===== config.mk =====
export PLATFORM = sky130hd
export DESIGN_NAME = vmts_merge
export DESIGN_NICKNAME = d
export VERILOG_FILES = /design/src/design/vmts_pkg.sv /design/src/design/vmts_merge.sv
export SDC_FILE = /design/constraint.sdc
export NUM_CORES = 1
export LEC_CHECK = 0
export BUFFER_PORTS_ARGS = -buffer_cell sky130_fd_sc_hd__buf_2
export CAP_MARGIN = 20
export CORE_AREA = 4 4 146 92
export DETAILED_ROUTE_END_ITERATION = 10
export DIE_AREA = 0 0 150 96
export PLACE_DENSITY = 0.76
export SETUP_SLACK_MARGIN = 0.5
export SLEW_MARGIN = 10
export SYNTH_ARGS = -nofsm -noshare
export SYNTH_HDL_FRONTEND = slang
export SYNTH_SLANG_ARGS = --single-unit

===== constraint.sdc =====
create_clock -name clk -period 5.1 [get_ports clk]
set_input_delay 0.765 -clock clk [delete_from_list [all_inputs] [get_ports clk]]
set_output_delay 0.765 -clock clk [all_outputs]
set_load 0.01 [all_outputs]

===== src/design/vmts_pkg.sv =====
// Shared constants, types and tables for the velocity modulated test signal synthesizer.
`default_nettype none
package vmts_pkg;

  localparam int COS_BITS = 10;
  localparam int NUM_W = 12 + COS_BITS;
  localparam int T_W = 23;
  localparam int CORDIC_STEPS = 16;
  localparam logic signed [33:0] CORDIC_GAIN = 34'sd652032874;

  localparam logic [31:0] ATAN_TURN [CORDIC_STEPS] = '{
    32'd536870912, 32'd316933406, 32'd167458907, 32'd85004756,
    32'd42667331, 32'd21354465, 32'd10679838, 32'd5340245,
    32'd2670163, 32'd1335087, 32'd667544, 32'd333772,
    32'd166886, 32'd83443, 32'd41722, 32'd20861
  };

  typedef enum logic [2:0] {
    REG_AMP_X = 3'd0,
    REG_AMP_Y = 3'd1,
    REG_AMP_Z = 3'd2,
    REG_FREQ_X = 3'd3,
    REG_FREQ_Y = 3'd4,
    REG_FREQ_Z = 3'd5,
    REG_SPEED_LIMIT = 3'd6,
    REG_SAMPLE_RATE = 3'd7
  } reg_index_t;

  typedef struct packed {
    logic [7:0] amp;
    logic [11:0] freq;
    logic [7:0] limit;
    logic [11:0] rate;
  } lane_cfg_t;

  typedef struct packed {
    logic idle;
    logic done;
  } lane_stat_t;

endpackage
`default_nettype wire


===== src/design/vmts_merge.sv =====
// Merge stage: saturates the three axis values and their sum into the output register.
`default_nettype none
module vmts_merge (
  input  wire logic                          clk,
  input  wire logic                          rst,
  input  wire logic                          load,
  input  wire logic [31:0]                   index_in,
  input  wire logic signed [vmts_pkg::T_W-1:0] tx,
  input  wire logic signed [vmts_pkg::T_W-1:0] ty,
  input  wire logic signed [vmts_pkg::T_W-1:0] tz,
  input  wire logic                          out_stall,
  output logic                               ready,
  output logic                               out_valid,
  output logic [31:0]                        sample_index,
  output logic signed [15:0]                 chan_x,
  output logic signed [15:0]                 chan_y,
  output logic signed [15:0]                 chan_z,
  output logic signed [15:0]                 chan_sum
);
  import vmts_pkg::*;

  logic signed [T_W+1:0] sum;

  function automatic logic signed [15:0] sat16(input logic signed [T_W+1:0] v);
    logic signed [15:0] r;
    if (v > 25'sd32767) r = 16'sd32767;
    else if (v < -25'sd32768) r = -16'sd32768;
    else r = v[15:0];
    return r;
  endfunction

  assign sum = (T_W+2)'(tx) + (T_W+2)'(ty) + (T_W+2)'(tz);
  assign ready = !out_valid || !out_stall;

  always_ff @(posedge clk) begin
    if (rst) begin
      out_valid <= 1'b0;
    end else if (load) begin
      out_valid <= 1'b1;
      sample_index <= index_in;
      chan_x <= sat16((T_W+2)'(tx));
      chan_y <= sat16((T_W+2)'(ty));
      chan_z <= sat16((T_W+2)'(tz));
      chan_sum <= sat16(sum);
    end else if (!out_stall) begin
      out_valid <= 1'b0;
    end
  end

endmodule
`default_nettype wire


== After elaboration in Yosys (flattened, before gate mapping) ==
Cells that the tools add are included.

* Add/subtract/negate cells: 2
* Multipliers: 0
* Div/mod/pow operators: 0
* Magnitude comparators: 8
* Eq/ne operators: 1
* Shift operators: 0
* Mux-type cells: 6
* Bitwise logic cells: 1
* Reductions and logical operators: 4

{| class="wikitable"
|+ Operator list
! cell !! count
|-
| $gt A23 B16 Y1 const B || 3
|-
| $lt A23 B16 Y1 const B || 3
|-
| $mux W16 || 4
|-
| $add A24 B23 Y25 || 1
|-
| $gt A25 B16 Y1 const B || 1
|-
| $lt A25 B16 Y1 const B || 1
|-
| $add A23 B23 Y24 || 1
|-
| $logic_not A1 Y1 || 2
|-
| $mux W1 || 2
|-
| $ne A2 B2 Y1 const B || 1
|-
| $reduce_and A2 Y1 || 1
|-
| $logic_or A1 B1 Y1 || 1
|-
| $not A1 Y1 || 1
|}

* Register bits after elaboration: 97
* Bits in latches: 0
* Memory bits (writable): 0
* Memory bits (read-only): 0
* Input bits: 105
* Memories: 0

== Longest topological paths before layout ==
* Depth after elaboration: 4
* Gate-level depth with buffers: 14
* Depth with buffers taken out: 13

== Least setup slack after synthesis ==
No wires, ideal clock.

* Path type: input -> register
* Start point: in rst
* End point: reg chan_sum[0], enable pin
* Arrival: 5,036 ps
* Required time: 4,536 ps
* Setup slack: -501 ps
* Stages on the path: 1
* Cell sequence: nor2b_1

* Word-level cells in the longest chain between the ends: 2

{| class="wikitable"
|+ Ends and longest elaborated chain
! item !! line !! text
|-
| from (decl) || vmts_merge.sv:5 || <nowiki>input wire logic rst,</nowiki>
|-
| $not A1 Y1 (no source line) || n/a ||
|-
| $reduce_and A2 Y1 (no source line) || n/a ||
|-
| to (signal assigned) || vmts_merge.sv:44 || <nowiki>chan_sum <= sat16(sum);</nowiki>
|-
| to (decl) || vmts_merge.sv:18 || <nowiki>output logic signed [15:0] chan_sum</nowiki>
|}

No other way between the ends.
A chain may end at the register's enable or synchronous reset.

== Final worst setup path ==
* Start point: in tx[2] in the netlist's numbering
* End point: reg chan_sum[9], data pin

* Word-level cells in the longest chain between the ends: 4
* Elaborated cells between the ends (all ways): 5

{| class="wikitable"
|+ Ends and longest elaborated chain
! item !! line !! text
|-
| from (decl) || vmts_merge.sv:8 || <nowiki>input wire logic signed [vmts_pkg::T_W-1:0] tx,</nowiki>
|-
| $add A23 B23 Y24 (*) || vmts_merge.sv:32 || <nowiki>assign sum = (T_W+2)'(tx) + (T_W+2)'(ty) + (T_W+2)'(tz);</nowiki>
|-
| $add A24 B23 Y25 (*) || vmts_merge.sv:32 ||
|-
| $lt A25 B16 Y1 || vmts_merge.sv:27 || <nowiki>else if (v < -25'sd32768) r = -16'sd32768;</nowiki>
|-
| $mux W16 || vmts_merge.sv:27 ||
|}

Mark *: on every way between the ends. The rest lies on a longest branch, timed or not.

==> flow_summary.json <==
{
  "status": "complete, no violations",
  "required_ns": 5.27,
  "routed.top_layer": "met4",
  "critPathCaptureType": "flop",
  "crit_type": "in2reg",
  "ys_seq_elements": 97,
  "nets": 754,
  "arrival_ns": 4.45,
  "gr-total-overflow": 0,
  "diodes": 0,
  "gp_congestion": 0.907,
  "crit_slowest_cell": "fa_1",
  "num_rows": 31,
  "critPathMaxStageDelay_ns": 0.52,
  "drc_errors": 0,
  "cts_tree": "built",
  "clock_latency_ns": 0.34,
  "die_h_um": 96,
  "synthSimpleGateAreaFrac_pct": 7.50,
  "dr.first_iter.drc_count": 275,
  "final_antenna_net_count": 0,
  "grt_pass1_wl_um": 22000,
  "muxShareOfSynthArea_pct": 0.212,
  "ys.warnings.count": 0,
  "cellLeakagePower_nw": 2.87,
  "dr.pass1.iters": 5,
  "die_x_um": 150,
  "gr-usage-all-layers_pct": 20.1,
  "slew_headroom_pct": 28.7,
  "fin_skew_ns": 0,
  "tns_ns": 0,
  "cts_setup_buffers": 0,
  "ios": 203,
  "place_inst": 756,
  "cts.sinks": 97,
  "cts_buffers": 9,
  "synth-xor-area-share_pct": 3.13,
  "clock_path_buffers": 2,
  "cp_cell_sequence": "buf_2 > fa_1 > ha_1 > a211oi_2 > o211ai_1 > a41o_1 > and3_1 > nor3_2 > mux2_1 > or4_1 > o31a_2 > o31ai_1",
  "critPathMaxFanout": 15,
  "ys.flop_type": "edfxtp_1",
  "syn_area_per_cell_sq_um": 13.2,
  "maxCapViolCount": 0,
  "grt_max_degree": 72,
  "synth_fp_nets": 554,
  "post_drt_wl_per_cell_um": 19.2,
  "setup_viol": 0,
  "drv_slew": 0,
  "powerDensity_nw_per_um2": 356,
  "final_area_sq_um": 6840,
  "synth-edff-count": 96,
  "start_util_pct": 44.5,
  "period_share_pct": 83.8,
  "route.met3.wl_um": 1630,
  "min_path_type": "reg2reg",
  "wl_met1_um": 6430,
  "synth.distinct_cells": 51,
  "rsz0062_at_grt": "false",
  "area_growth_syn_to_layout_pct": 28.6,
  "drive_gt1_share_pct": 40.0,
  "wl_met2_um": 6620,
  "cp-start-kind": "input pin",
  "tightest_slew_ns": 1.07,
  "clockRootBuffer": "clkbuf_16",
  "async_reset_ff_share_pct": 0,
  "antenna_found_initial": 0,
  "layout_common_cells": "buf_2 (202), edfxtp_1 (96), o21a_1 (33)",
  "place_area_sq_um": 6520,
  "netlist_area_sq_um": 5320,
  "syn_inst": 402,
  "htree_levels": 3,
  "hold_violations": 0,
  "period_needed_ns": 4.28,
  "dp_hpwl_um": 11600,
  "synth-seq-area-share_pct": 54.5,
  "synth_top_family_by_area": "compound AO/OA/AOI/OAI gates",
  "final_common_cell": "buf_2",
  "drt_wl_total_um": 14800,
  "core-area_sq_um": 11900,
  "fmax_mhz": 234,
  "synth_compound_area_share_pct": 18.0,
  "finalNonFillerCells": 772,
  "synthAdderAreaFrac_pct": 14.4,
  "dr_total_vias": 4179,
  "port_buffers": 202,
  "avgViaCountPerCell": 5.41,
  "grt_pass1_vias": 4112,
  "die_area_sq_um": 14400,
  "clkTransAtPathRegs_ns": 0.07,
  "ir_drop_mv": 0.206
}
state kept, by name (all words and copies together), names as in the netlist:
register,count
chan_x,16
chan_sum,16
chan_z,16
sample_index,32
chan_y,16
out_valid,1
path summary, 6_finish.rpt:
check / startpoint / to / slack, ns / cells after the start
worst max-delay path: tx[2] / chan_sum[9] / 0.82 / 12
worst min-delay path: out_valid / out_valid / 0.51 / 2
worst max register to register: out_valid / out_valid / 4.51 / 2
worst min register to register: out_valid / out_valid / 0.51 / 2
cell usage after synthesis (all sizes together) (2+ instances only):
cell type  instances  share of area [%]
nor3               7               0.75
and3               3               0.35
ha                23                5.4
inv                8               0.56
xnor2              8                1.3
nand4              6               0.71
a21o              23                3.2
or3                3               0.35
nor2b              4               0.47
nand3             10               0.94
fa                24                9.0
buf                9                1.0
xor2              11                1.8
a211oi             3               0.52
a31oi              3               0.35
a41o               2               0.38
edfxtp            96                 54
o21a              33                4.7
o2111ai            2               0.33
and2               2               0.24
a21boi             2               0.28
nor2              12               0.85
o21ai             31                3.7
a211o              2               0.33
nand2             20                1.4
nor4               3               0.35
clkbuf             9               0.63
a21oi             18                1.7
nand2b             5               0.59
o211ai             6               0.94
critical path: cells and delay by family:
kind	cells	cell delay (ns)
mux	1	0.37
buf+inv	1	0.12
fa+ha+maj	2	0.86
simple gates	3	0.80
compound gates	5	1.55
where the power goes:
part | switching (mW) | internal (mW)
logic | 0.451 | 0.296
registers | 0.0169 | 0.961
clock network | 0.315 | 0.396
total | 0.783 | 1.65
cells by family after synthesis:
family	after synthesis
AND/OR/NAND/NOR	78
multiplexers	1
AO/OA/AOI/OAI	134
adder cells (fa/ha/maj)	47
XOR/XNOR	19
buffers and inverters	26
flip-flops	97
routing by layer:
metal	vias up	GRT usage, %
met2	212	30.9
met5	-	0
met3	14	6.31
met1	2017	28.7
li1	1936	-
met4	0	3.42
layout make-up:
type | count | area [sq um]
Inverter | 8 | 30.0
Clock buffer | 9 | 225
Multi-Input combinational cell | 279 | 2320
Tap cell | 165 | 206
Clock inverter | 7 | 96.3
Timing Repair Buffer | 207 | 1060
Sequential cell | 97 | 2900
Fill cell | 1024 | 5100
timing repair:
item                                    4_1_cts  5_1_grt
endpoints found under the hold margin         0        0
endpoints found under the setup margin        0        5
gates resized for setup                       0        1
hold buffers                                  0        0
through the flow:
stage / power, mW / utilization (%) / hold WS, ns / worst slack, ns
2_1_floorplan: 1.48 / - / 0.537 / 1.07
3_3_place_gp: 1.73 / 54.6 / 0.486 / 0.535
3_5_place_dp: 1.73 / 54.6 / 0.497 / 0.399
4_1_cts: 2.45 / 57.3 / 0.515 / 0.731
5_1_grt: 2.57 / 57.3 / 0.545 / 0.608
6_report: 2.44 / 57.3 / 0.509 / 0.825
Note: power is estimated with default switching activity, not from simulation.
