**src/design/vmts_pkg.sv**
```systemverilog
// Shared constants, types and tables for the velocity modulated test signal synthesizer.
`default_nettype none
package vmts_pkg;

  localparam int COS_BITS = 10;
  localparam int NUM_W = 12 + COS_BITS;
  localparam int T_W = 23;
  localparam int CORDIC_STEPS = 16;
  localparam logic signed [33:0] CORDIC_GAIN = 34'sd652032874;

  localparam logic [31:0] ATAN_TURN [CORDIC_STEPS] = '{
    32'd536870912, 32'd316933406, 32'd167458907, 32'd85004756,
    32'd42667331, 32'd21354465, 32'd10679838, 32'd5340245,
    32'd2670163, 32'd1335087, 32'd667544, 32'd333772,
    32'd166886, 32'd83443, 32'd41722, 32'd20861
  };

  typedef enum logic [2:0] {
    REG_AMP_X = 3'd0,
    REG_AMP_Y = 3'd1,
    REG_AMP_Z = 3'd2,
    REG_FREQ_X = 3'd3,
    REG_FREQ_Y = 3'd4,
    REG_FREQ_Z = 3'd5,
    REG_SPEED_LIMIT = 3'd6,
    REG_SAMPLE_RATE = 3'd7
  } reg_index_t;

  typedef struct packed {
    logic [7:0] amp;
    logic [11:0] freq;
    logic [7:0] limit;
    logic [11:0] rate;
  } lane_cfg_t;

  typedef struct packed {
    logic idle;
    logic done;
  } lane_stat_t;

endpackage
`default_nettype wire

```
**src/design/vmts_lane.sv**
```systemverilog
// One axis lane: velocity, phase step, index divide, sqrt, CORDIC cosine and product.
`default_nettype none
module vmts_lane (
  input  wire logic                          clk,
  input  wire logic                          rst,
  input  wire vmts_pkg::lane_cfg_t           cfg,
  input  wire logic                          start,
  input  wire logic                          pos_load,
  input  wire logic signed [23:0]            pos,
  input  wire logic                          ack,
  output vmts_pkg::lane_stat_t               stat,
  output logic signed [vmts_pkg::T_W-1:0]    t
);
  import vmts_pkg::*;

  typedef enum logic [2:0] {S_IDLE, S_MOD, S_IDX, S_COS, S_MUL1, S_MUL2, S_DONE} state_t;

  state_t state;
  logic signed [23:0] prev;
  logic signed [24:0] vel;
  logic [11:0] acc;
  logic [3:0] cnt;
  logic [12:0] rem_a, rem_f;
  logic [11:0] sh_a, sh_f;
  logic [COS_BITS:0] sh_n, q;
  logic signed [33:0] x, y, z;
  logic neg;
  logic [19:0] sq_rem;
  logic [16:0] sq_root;
  logic [33:0] sq_n;
  logic [4:0] sq_cnt;
  logic signed [24:0] prod1;
  logic signed [42:0] prod2;

  logic signed [25:0] lim, v_cl, u_full;
  logic [12:0] rt_a, rt_f, rt_n, rate13;
  logic [11:0] p;
  logic [12:0] step_sum;
  logic [11:0] acc_next;
  logic [NUM_W-1:0] num;
  logic [COS_BITS-1:0] idx;
  logic [31:0] angle, angle_t;
  logic signed [33:0] x_sh, y_sh, atan_v;
  logic [19:0] sq_rt, sq_trial;
  logic signed [17:0] x_r;
  logic signed [15:0] c_mag, c;
  logic signed [42:0] t_full;

  always_comb begin
    rate13 = {1'b0, cfg.rate};
    lim = 26'(signed'({1'b0, cfg.limit, 8'd0}));
    v_cl = 26'(vel);
    if (v_cl > lim) v_cl = lim;
    if (v_cl < -lim) v_cl = -lim;
    u_full = v_cl + lim;

    rt_a = {rem_a[11:0], sh_a[11]};
    rt_f = {rem_f[11:0], sh_f[11]};
    rt_n = {rem_a[11:0], sh_n[COS_BITS]};

    p = rem_a[11:0];
    step_sum = {1'b0, p} + rem_f;
    acc_next = (step_sum >= rate13) ? 12'(step_sum - rate13) : step_sum[11:0];
    num = {p, {COS_BITS{1'b0}}} + NUM_W'(cfg.rate >> 1);

    idx = q[COS_BITS-1:0];
    angle = {idx, {(32 - COS_BITS){1'b0}}};
    angle_t = angle + 32'h4000_0000;

    x_sh = x >>> cnt;
    y_sh = y >>> cnt;
    atan_v = 34'(signed'({1'b0, ATAN_TURN[cnt]}));

    sq_rt = {sq_rem[17:0], sq_n[33:32]};
    sq_trial = {1'b0, sq_root, 2'b01};

    x_r = 18'((x + 34'sd32768) >>> 16);
    if (x_r > 18'sd16384) c_mag = 16'sd16384;
    else if (x_r < -18'sd16384) c_mag = -16'sd16384;
    else c_mag = x_r[15:0];
    c = neg ? -c_mag : c_mag;

    t_full = (prod2 + 43'sd131072) >>> 18;
    t = t_full[T_W-1:0];
  end

  assign stat.idle = (state == S_IDLE);
  assign stat.done = (state == S_DONE);

  always_ff @(posedge clk) begin
    if (rst) begin
      state <= S_IDLE;
      prev <= '0;
      vel <= '0;
      acc <= '0;
      sq_cnt <= '0;
    end else begin
      if (sq_cnt != 5'd0) begin
        if (sq_rt >= sq_trial) begin
          sq_rem <= sq_rt - sq_trial;
          sq_root <= {sq_root[15:0], 1'b1};
        end else begin
          sq_rem <= sq_rt;
          sq_root <= {sq_root[15:0], 1'b0};
        end
        sq_n <= {sq_n[31:0], 2'b00};
        sq_cnt <= sq_cnt - 5'd1;
      end
      unique case (state)
        S_IDLE: begin
          if (pos_load) begin
            vel <= 25'(pos) - 25'(prev);
            prev <= pos;
          end else if (start) begin
            rem_a <= '0;
            rem_f <= '0;
            sh_a <= acc;
            sh_f <= cfg.freq;
            cnt <= 4'd11;
            sq_rem <= '0;
            sq_root <= '0;
            sq_n <= {1'b0, u_full[16:0], 16'd0};
            sq_cnt <= 5'd17;
            state <= S_MOD;
          end
        end
        S_MOD: begin
          rem_a <= (rt_a >= rate13) ? rt_a - rate13 : rt_a;
          rem_f <= (rt_f >= rate13) ? rt_f - rate13 : rt_f;
          sh_a <= {sh_a[10:0], 1'b0};
          sh_f <= {sh_f[10:0], 1'b0};
          cnt <= cnt - 4'd1;
          if (cnt == 4'd0) state <= S_IDX;
          if (cnt == 4'd0) cnt <= 4'(COS_BITS);
        end
        S_IDX: begin
          cnt <= cnt - 4'd1;
          if (cnt == 4'(COS_BITS) && sh_f[0] == 1'b0) begin
            acc <= acc_next;
            rem_a <= {2'b00, num[NUM_W-1:COS_BITS+1]};
            sh_n <= num[COS_BITS:0];
            q <= '0;
            sh_f <= 12'd1;
            cnt <= cnt;
          end else begin
            rem_a <= (rt_n >= rate13) ? rt_n - rate13 : rt_n;
            q <= {q[COS_BITS-1:0], rt_n >= rate13};
            sh_n <= {sh_n[COS_BITS-1:0], 1'b0};
            if (cnt == 4'd0) begin
              cnt <= 4'd0;
              state <= S_COS;
              sh_f <= 12'd0;
            end
          end
        end
        S_COS: begin
          if (sh_f[0] == 1'b0) begin
            neg <= angle_t[31];
            z <= 34'(signed'({angle[31] ^ angle_t[31], angle[30:0]}));
            x <= CORDIC_GAIN;
            y <= '0;
            cnt <= 4'd0;
            sh_f <= 12'd1;
          end else begin
            if (z >= 0) begin
              x <= x - y_sh;
              y <= y + x_sh;
              z <= z - atan_v;
            end else begin
              x <= x + y_sh;
              y <= y - x_sh;
              z <= z + atan_v;
            end
            cnt <= cnt + 4'd1;
            if (cnt == 4'(CORDIC_STEPS - 1)) state <= S_MUL1;
          end
        end
        S_MUL1: begin
          prod1 <= 25'(signed'({1'b0, cfg.amp})) * 25'(c);
          state <= S_MUL2;
        end
        S_MUL2: begin
          prod2 <= 43'(prod1) * 43'(signed'({1'b0, sq_root}));
          state <= S_DONE;
        end
        S_DONE: begin
          if (ack) state <= S_IDLE;
        end
        default: state <= S_IDLE;
      endcase
    end
  end

endmodule
`default_nettype wire

```
**config.mk**
```make
export PLATFORM = sky130hd
export DESIGN_NAME = vmts_lane
export DESIGN_NICKNAME = d
export VERILOG_FILES = /design/src/design/vmts_pkg.sv /design/src/design/vmts_lane.sv
export SDC_FILE = /design/constraint.sdc
export NUM_CORES = 2
export LEC_CHECK = 0
export ABC_AREA = 1
export BUFFER_PORTS_ARGS = -buffer_cell sky130_fd_sc_hd__buf_2
export CAP_MARGIN = 20
export CORE_MARGIN = 2
export CORE_UTILIZATION = 50
export CTS_CLUSTER_SIZE = 30
export DETAILED_ROUTE_END_ITERATION = 8
export PLACE_DENSITY_LB_ADDON = 0.12
export SYNTH_ARGS = -nofsm -noshare
export SYNTH_HDL_FRONTEND = slang
export SYNTH_SLANG_ARGS = --single-unit
```
**constraint.sdc**
```tcl
create_clock -name clk -period 11.5 [get_ports clk]
set_input_delay 0.575 -clock clk [delete_from_list [all_inputs] [get_ports clk]]
set_output_delay 0.575 -clock clk [all_outputs]
set_load 0.005 [all_outputs]
```
# After elaboration in Yosys (flattened, before gate mapping)
# Memories as Yosys holds them, arrays and structs flattened.
# Cells that the tools add are included.
# totals
reg_bits	383
latchBits	0
mem_bits_rw	0
mem_bits_ro	512
out_inout_bits	25
word_cells	169
n_memories	1
# op_classes
add_sub_neg	23
mul	2
n_div	0
magnitude_cmp	11
n_eq_ne	18
shifts	2
n_mux	64
n_bitwise	4
n_reduce_logical	20
# memory_table
name	words	width	read_ports	rd_ports_with_merged_regs	wr	line_no	rtl
(no name shown)	16	32	1	0	0	vmts_lane.sv:72	atan_v = 34'(signed'({1'b0, ATAN_TURN[cnt]}));
# ops
operator	n
34-bit 2-to-1 mux	8
12-bit 2-to-1 mux	11
20-bit 2-to-1 mux	5
17-bit 2-to-1 mux	5
34-bit adder	2
34-bit by 4-bit >>> shifter with 34-bit output	2
34-bit subtractor	2
32-bit 2-to-1 mux	2
13-bit by 12-bit >= comparator with 1-bit output	4
16-bit 2-to-1 mux	3
12-bit case mux with 4 select lines	1
41-bit by 19-bit adder with 41-bit output, second input constant	1
25-bit by 18-bit multiplier with 41-bit output	1
13-bit 2-to-1 mux	3
12-bit case mux with 3 select lines	1
12-bit subtractor	3
34-bit by 17-bit adder with 34-bit output, second input constant	1
34-bit by 33-bit adder with 34-bit output	1
34-bit by 1-bit >= comparator with 1-bit output, second input constant	1
34-bit by 33-bit subtractor with 34-bit output	1
32-bit by 31-bit adder with 32-bit output, second input constant	1
26-bit less-than comparator	1
26-bit 2-to-1 mux	1
16-bit negator with 26-bit output	1
other kinds (47)	82

# Depth between registers and ports, before layout
# logic_depth
word_depth	8
mapped_depth	41
mapped_depth_nobuf	39

# Worst setup path before layout
# Ideal clock, no wire load.
# synth_timing
kind	reg-to-reg
from	register x[15]
to	register prod1[24], data pin
setup_time_ps	262
arrival_time_ps	6367
slack_ps	4870
stages_incl_launch_ff	35
n_path_buf	1
synth_period_minus_slack_ps	6630
path_cell_list	edfxtp_1 > ha_1 > nand2_1 > nor2_2 > nand2_2 > o21ai_1 > nand2_1 > inv_2 > nor2_1 > a21oi_2 > nand2_2 > buf_6 > o21ai_2 > nand3_4 > o21ai_2 > xnor2_1 > nand2_1 > fa_1 > inv_1 > fa_1 > inv_1 > fa_1 > fa_1 > inv_1 > ha_1 > nand3b_1 > nand2_1 > a21oi_1 > o21ai_0 > a21oi_1 > o21ai_0 > a21boi_0 > o21ai_0 > a21oi_1 > xor2_1
# synth_via
elab_chain_cells	7
# synth_lines
item	line_no	rtl
from (decl)	vmts_lane.sv:26	logic signed [33:0] x, y, z;
from (signal assigned)	vmts_lane.sv:166	x <= x - y_sh;
from (signal assigned)	vmts_lane.sv:170	x <= x + y_sh;
34-bit by 17-bit adder with 34-bit output (*)	vmts_lane.sv:77	x_r = 18'((x + 34'sd32768) >>> 16);
18-bit by 15-bit less-than comparator with 1-bit output	vmts_lane.sv:79	else if (x_r < -18'sd16384) c_mag = -16'sd16384;
16-bit 2-to-1 mux	vmts_lane.sv:79	
16-bit 2-to-1 mux (*)	vmts_lane.sv:78	if (x_r > 18'sd16384) c_mag = 16'sd16384;
16-bit negator	vmts_lane.sv:81	c = neg ? -c_mag : c_mag;
16-bit 2-to-1 mux (*)	vmts_lane.sv:81	
9-bit by 16-bit multiplier with 25-bit output (*)	vmts_lane.sv:179	prod1 <= 25'(signed'({1'b0, cfg.amp})) * 25'(c);
to (signal assigned)	vmts_lane.sv:179	
to (decl)	vmts_lane.sv:32	logic signed [24:0] prod1;
# Mark *: on every way between the ends. The rest lies on a longest branch, timed or not.
# A chain may end at the register's enable or synchronous reset.

# Worst setup path in the final report
# layout_timing
from	register x[16]
to	register prod1[24], data pin
# The elaborated chain is that of the path after synthesis.

==> impl_metrics.py <==
metrics = {
    "die": {
        "io_pins": 94,
        "rows": 118,
        "die_x_um": 327,
        "initial_core_util": 0.504,
        "die_y_um": 327,
        "core_sq_mm": 0.104,
        "design.die.area_sq_mm": 0.107,
    },
    "logic_synthesis": {
        "ys_seq_area_frac": 0.196,
        "synth_largest_area_cell": "fa_1",
        "yosysWarnings": 0,
        "syn-num-nets": 8140,
        "syn_area_per_cell_sq_um": 7.29,
        "syn_inst": 7168,
        "synthArstFlopShare": 0,
        "synth_edf_count": 295,
        "syn-cell-area_sq_mm": 0.0523,
        "ys.flop_type": "edfxtp_1",
        "synth_cell_type_count": 61,
        "synth_top_area_share": 0.197,
        "ys_seq_elements": 364,
        "ys_top_cells_by_area": "fa_1 20%, edfxtp_1 17%, nand2_1 12%, inv_1 9.8%, ha_1 9.3%",
    },
    "routing": {
        "drc_errors": 0,
        "dr.pass1.iters": 5,
        "vias": 46000,
        "via_per_inst": 5.40,
        "wl_per_cell_um": 17.1,
        "ant_nets": 0,
        "wirelength_mm": 145,
        "first_iter_violations": 3641,
    },
    "timing": {
        "maxSlewViolCount": 0,
        "slew_headroom": 0.304,
        "hold_slack_ns": 0.199,
        "tightest_slew_ns": 1.04,
        "fin_skew_ns": 0.0561,
        "setup_viol": 0,
        "final-hold-violation-count": 0,
        "layout_setup_ws_ns": 3.75,
        "rsz0062_at_grt": "no",
        "fin_crit_ns": 7.75,
        "fin_crit_sh": 0.674,
        "clock.fmax_mhz": 129,
        "fin_setup_tns_ns": 0,
    },
    "worst_setup_path": {
        "startpoint_type": "flip-flop",
        "cp.arrival_ns": 8.15,
        "r2r_slack_ns": 3.75,
        "crit_type": "flip-flop to flip-flop",
        "cp_slowest_cell": "fa_1",
        "worstPathRequired_ns": 11.90,
        "cp_max_fo": 15,
        "max_stage_delay_ns": 0.55,
        "regToRegEndpoint": "prod1[24]",
        "reg2regPathDepth": 35,
        "rr_startpoint": "x[16]",
        "endpoint_kind": "flip-flop",
    },
    "job": {
        "drv_cap": 0,
    },
    "clocking": {
        "postCtsResizedCells": 0,
        "clk_pin_slew_ns": 0.06,
        "clk_path_buf_depth": 3,
        "cts_setup_buffers": 0,
        "htree_levels": 2,
        "cts_tree": "done",
        "hold_buffers": 0,
        "worstSkewPairLatency_ns": 0.67,
        "cts_root_buffer": "clkbuf_16",
        "cts_made_buffers": 50,
        "cts_sinks": 364,
    },
    "min_path": {
        "hp-start": "ack",
        "hp-class": "input port to flip-flop",
        "whs_endpoint": "state[2]",
        "hold_depth": 4,
    },
    "placed_design": {
        "dp_hpwl_mm": 115,
        "place_area_sq_mm": 0.0538,
        "place_congestion": 0.916,
        "place_ws_ns": 3.79,
        "io_buffers": 93,
    },
    "grt": {
        "grt_max_degree": 91,
        "gr-total-overflow": 0,
        "grt_pass1_wl_mm": 239,
        "grt.total_usage": 0.275,
        "grt_pass1_vias": 45400,
        "antenna_found_initial": 3,
    },
    "cells_and_area": {
        "final_net_count": 8069,
        "drive_above_1_share": 0.0464,
        "syn2layout_area_growth_pct": 6.41,
        "layout_common_cells": "1628 x nand2_1, 1368 x inv_1, 527 x o21ai_0",
        "fin_area_sq_mm": 0.0556,
        "fillers": 10300,
        "layout_commonest_cell": "nand2_1",
    },
    "outcome": {
        "outcome": "finished clean",
    },
}
metrics by stage:
stage / utilization / std cells
after floorplan: - / 7168
after global placement: 0.519 / 8422
after detailed placement: 0.519 / 8423
after CTS: 0.536 / 8517
after global routing: 0.537 / 8520
final: 0.537 / 8520
sequential cells by signal (all words and copies together) (netlist names), 4 cells and up:
signal,cells
q,10
acc,12
rem_f,13
sh_a,12
sq_root,17
cnt,4
sq_n,34
prod1,25
sh_f,12
rem_a,12
z,34
sh_n,11
sq_rem,18
y,34
sq_cnt,5
vel,25
prev,24
prod2,24
x,34
Yosys cell counts (6+ instances only):
| cell | count |
|---|---|
| nand2_1 | 1629 |
| inv_1 | 1370 |
| o21ai_0 | 527 |
| a21oi_1 | 526 |
| fa_1 | 514 |
| nor2_1 | 493 |
| ha_1 | 389 |
| nand3_1 | 303 |
| edfxtp_1 | 295 |
| clkbuf_1 | 194 |
| xor2_1 | 167 |
| xnor2_1 | 103 |
| dfxtp_1 | 69 |
| nor3_1 | 61 |
| nand4_1 | 43 |
| or2_2 | 36 |
| a31oi_1 | 35 |
| o211ai_1 | 35 |
| buf_2 | 33 |
| buf_1 | 31 |
| o21a_1 | 30 |
| o21ai_1 | 27 |
| o21bai_1 | 25 |
| nor4_1 | 23 |
| a21o_1 | 20 |
| a211oi_1 | 17 |
| nor2_2 | 16 |
| nand2_2 | 13 |
| a21boi_0 | 12 |
| a22o_1 | 10 |
| o22ai_1 | 10 |
| nor3b_1 | 9 |
| nand3b_1 | 8 |
| o221ai_1 | 8 |
| o32ai_1 | 8 |
| a221oi_1 | 7 |
| o2111ai_1 | 7 |
| o21ai_2 | 7 |
| inv_2 | 6 |
| o31ai_1 | 6 |
layer usage:
metal / up-vias / global-route usage / share of wire
met5: - / 0 / 0.00019
met4: 4 / 0.0607 / 0.020
met3: 165 / 0.0348 / 0.059
met2: 1257 / 0.442 / 0.45
met1: 21900 / 0.398 / 0.47
li1: 22600 / - / -
worst max-delay path by stage:
stage / slack (ns) / end / cells past startpoint / startpoint
2_1_floorplan: 4.87 / prod1[24] / 34 / x[15]
3_3_place_gp: 3.92 / prod1[24] / 34 / x[25]
3_5_place_dp: 3.79 / prod1[24] / 35 / x[16]
4_1_cts: 3.80 / prod1[24] / 35 / x[16]
5_1_grt: 2.94 / prod1[24] / 35 / x[16]
6_report: 3.75 / prod1[24] / 35 / x[16]
cell families after synthesis:
family	Yosys count	synth area share
flip-flops	364	0.196
buffers and inverters	1649	0.120
multiplexers	4	0.000766
adder cells (fa/ha/maj)	903	0.290
AND/OR/NAND/NOR	2648	0.208
AO/OA/AOI/OAI	1328	0.139
XOR/XNOR	272	0.0459
critical path, delay by kind of cell, from the launching register on:
family / cells / cell delay [ns]
xor+xnor: 1 / 0.16
compound gates: 9 / 1.80
fa+ha+maj: 6 / 2.69
buf+inv: 5 / 0.25
flops: 1 / 0.48
simple gates: 14 / 2.11
area by class of cell:
cell class / instances / area (sq um) / area share
multi-input combinational: 5155 / 35800 / 0.643
sequential: 364 / 10200 / 0.184
inverter: 1381 / 5190 / 0.0933
tap: 1380 / 1730 / 0.0310
clock buffer: 58 / 1320 / 0.0238
timing repair buffer: 145 / 908 / 0.0163
clock inverter: 36 / 450 / 0.00810
antenna: 1 / 2.50 / 0.0000450
Power is not shown: default switching activity piles up to over one toggle a cycle in this logic, so the estimate is an artifact.
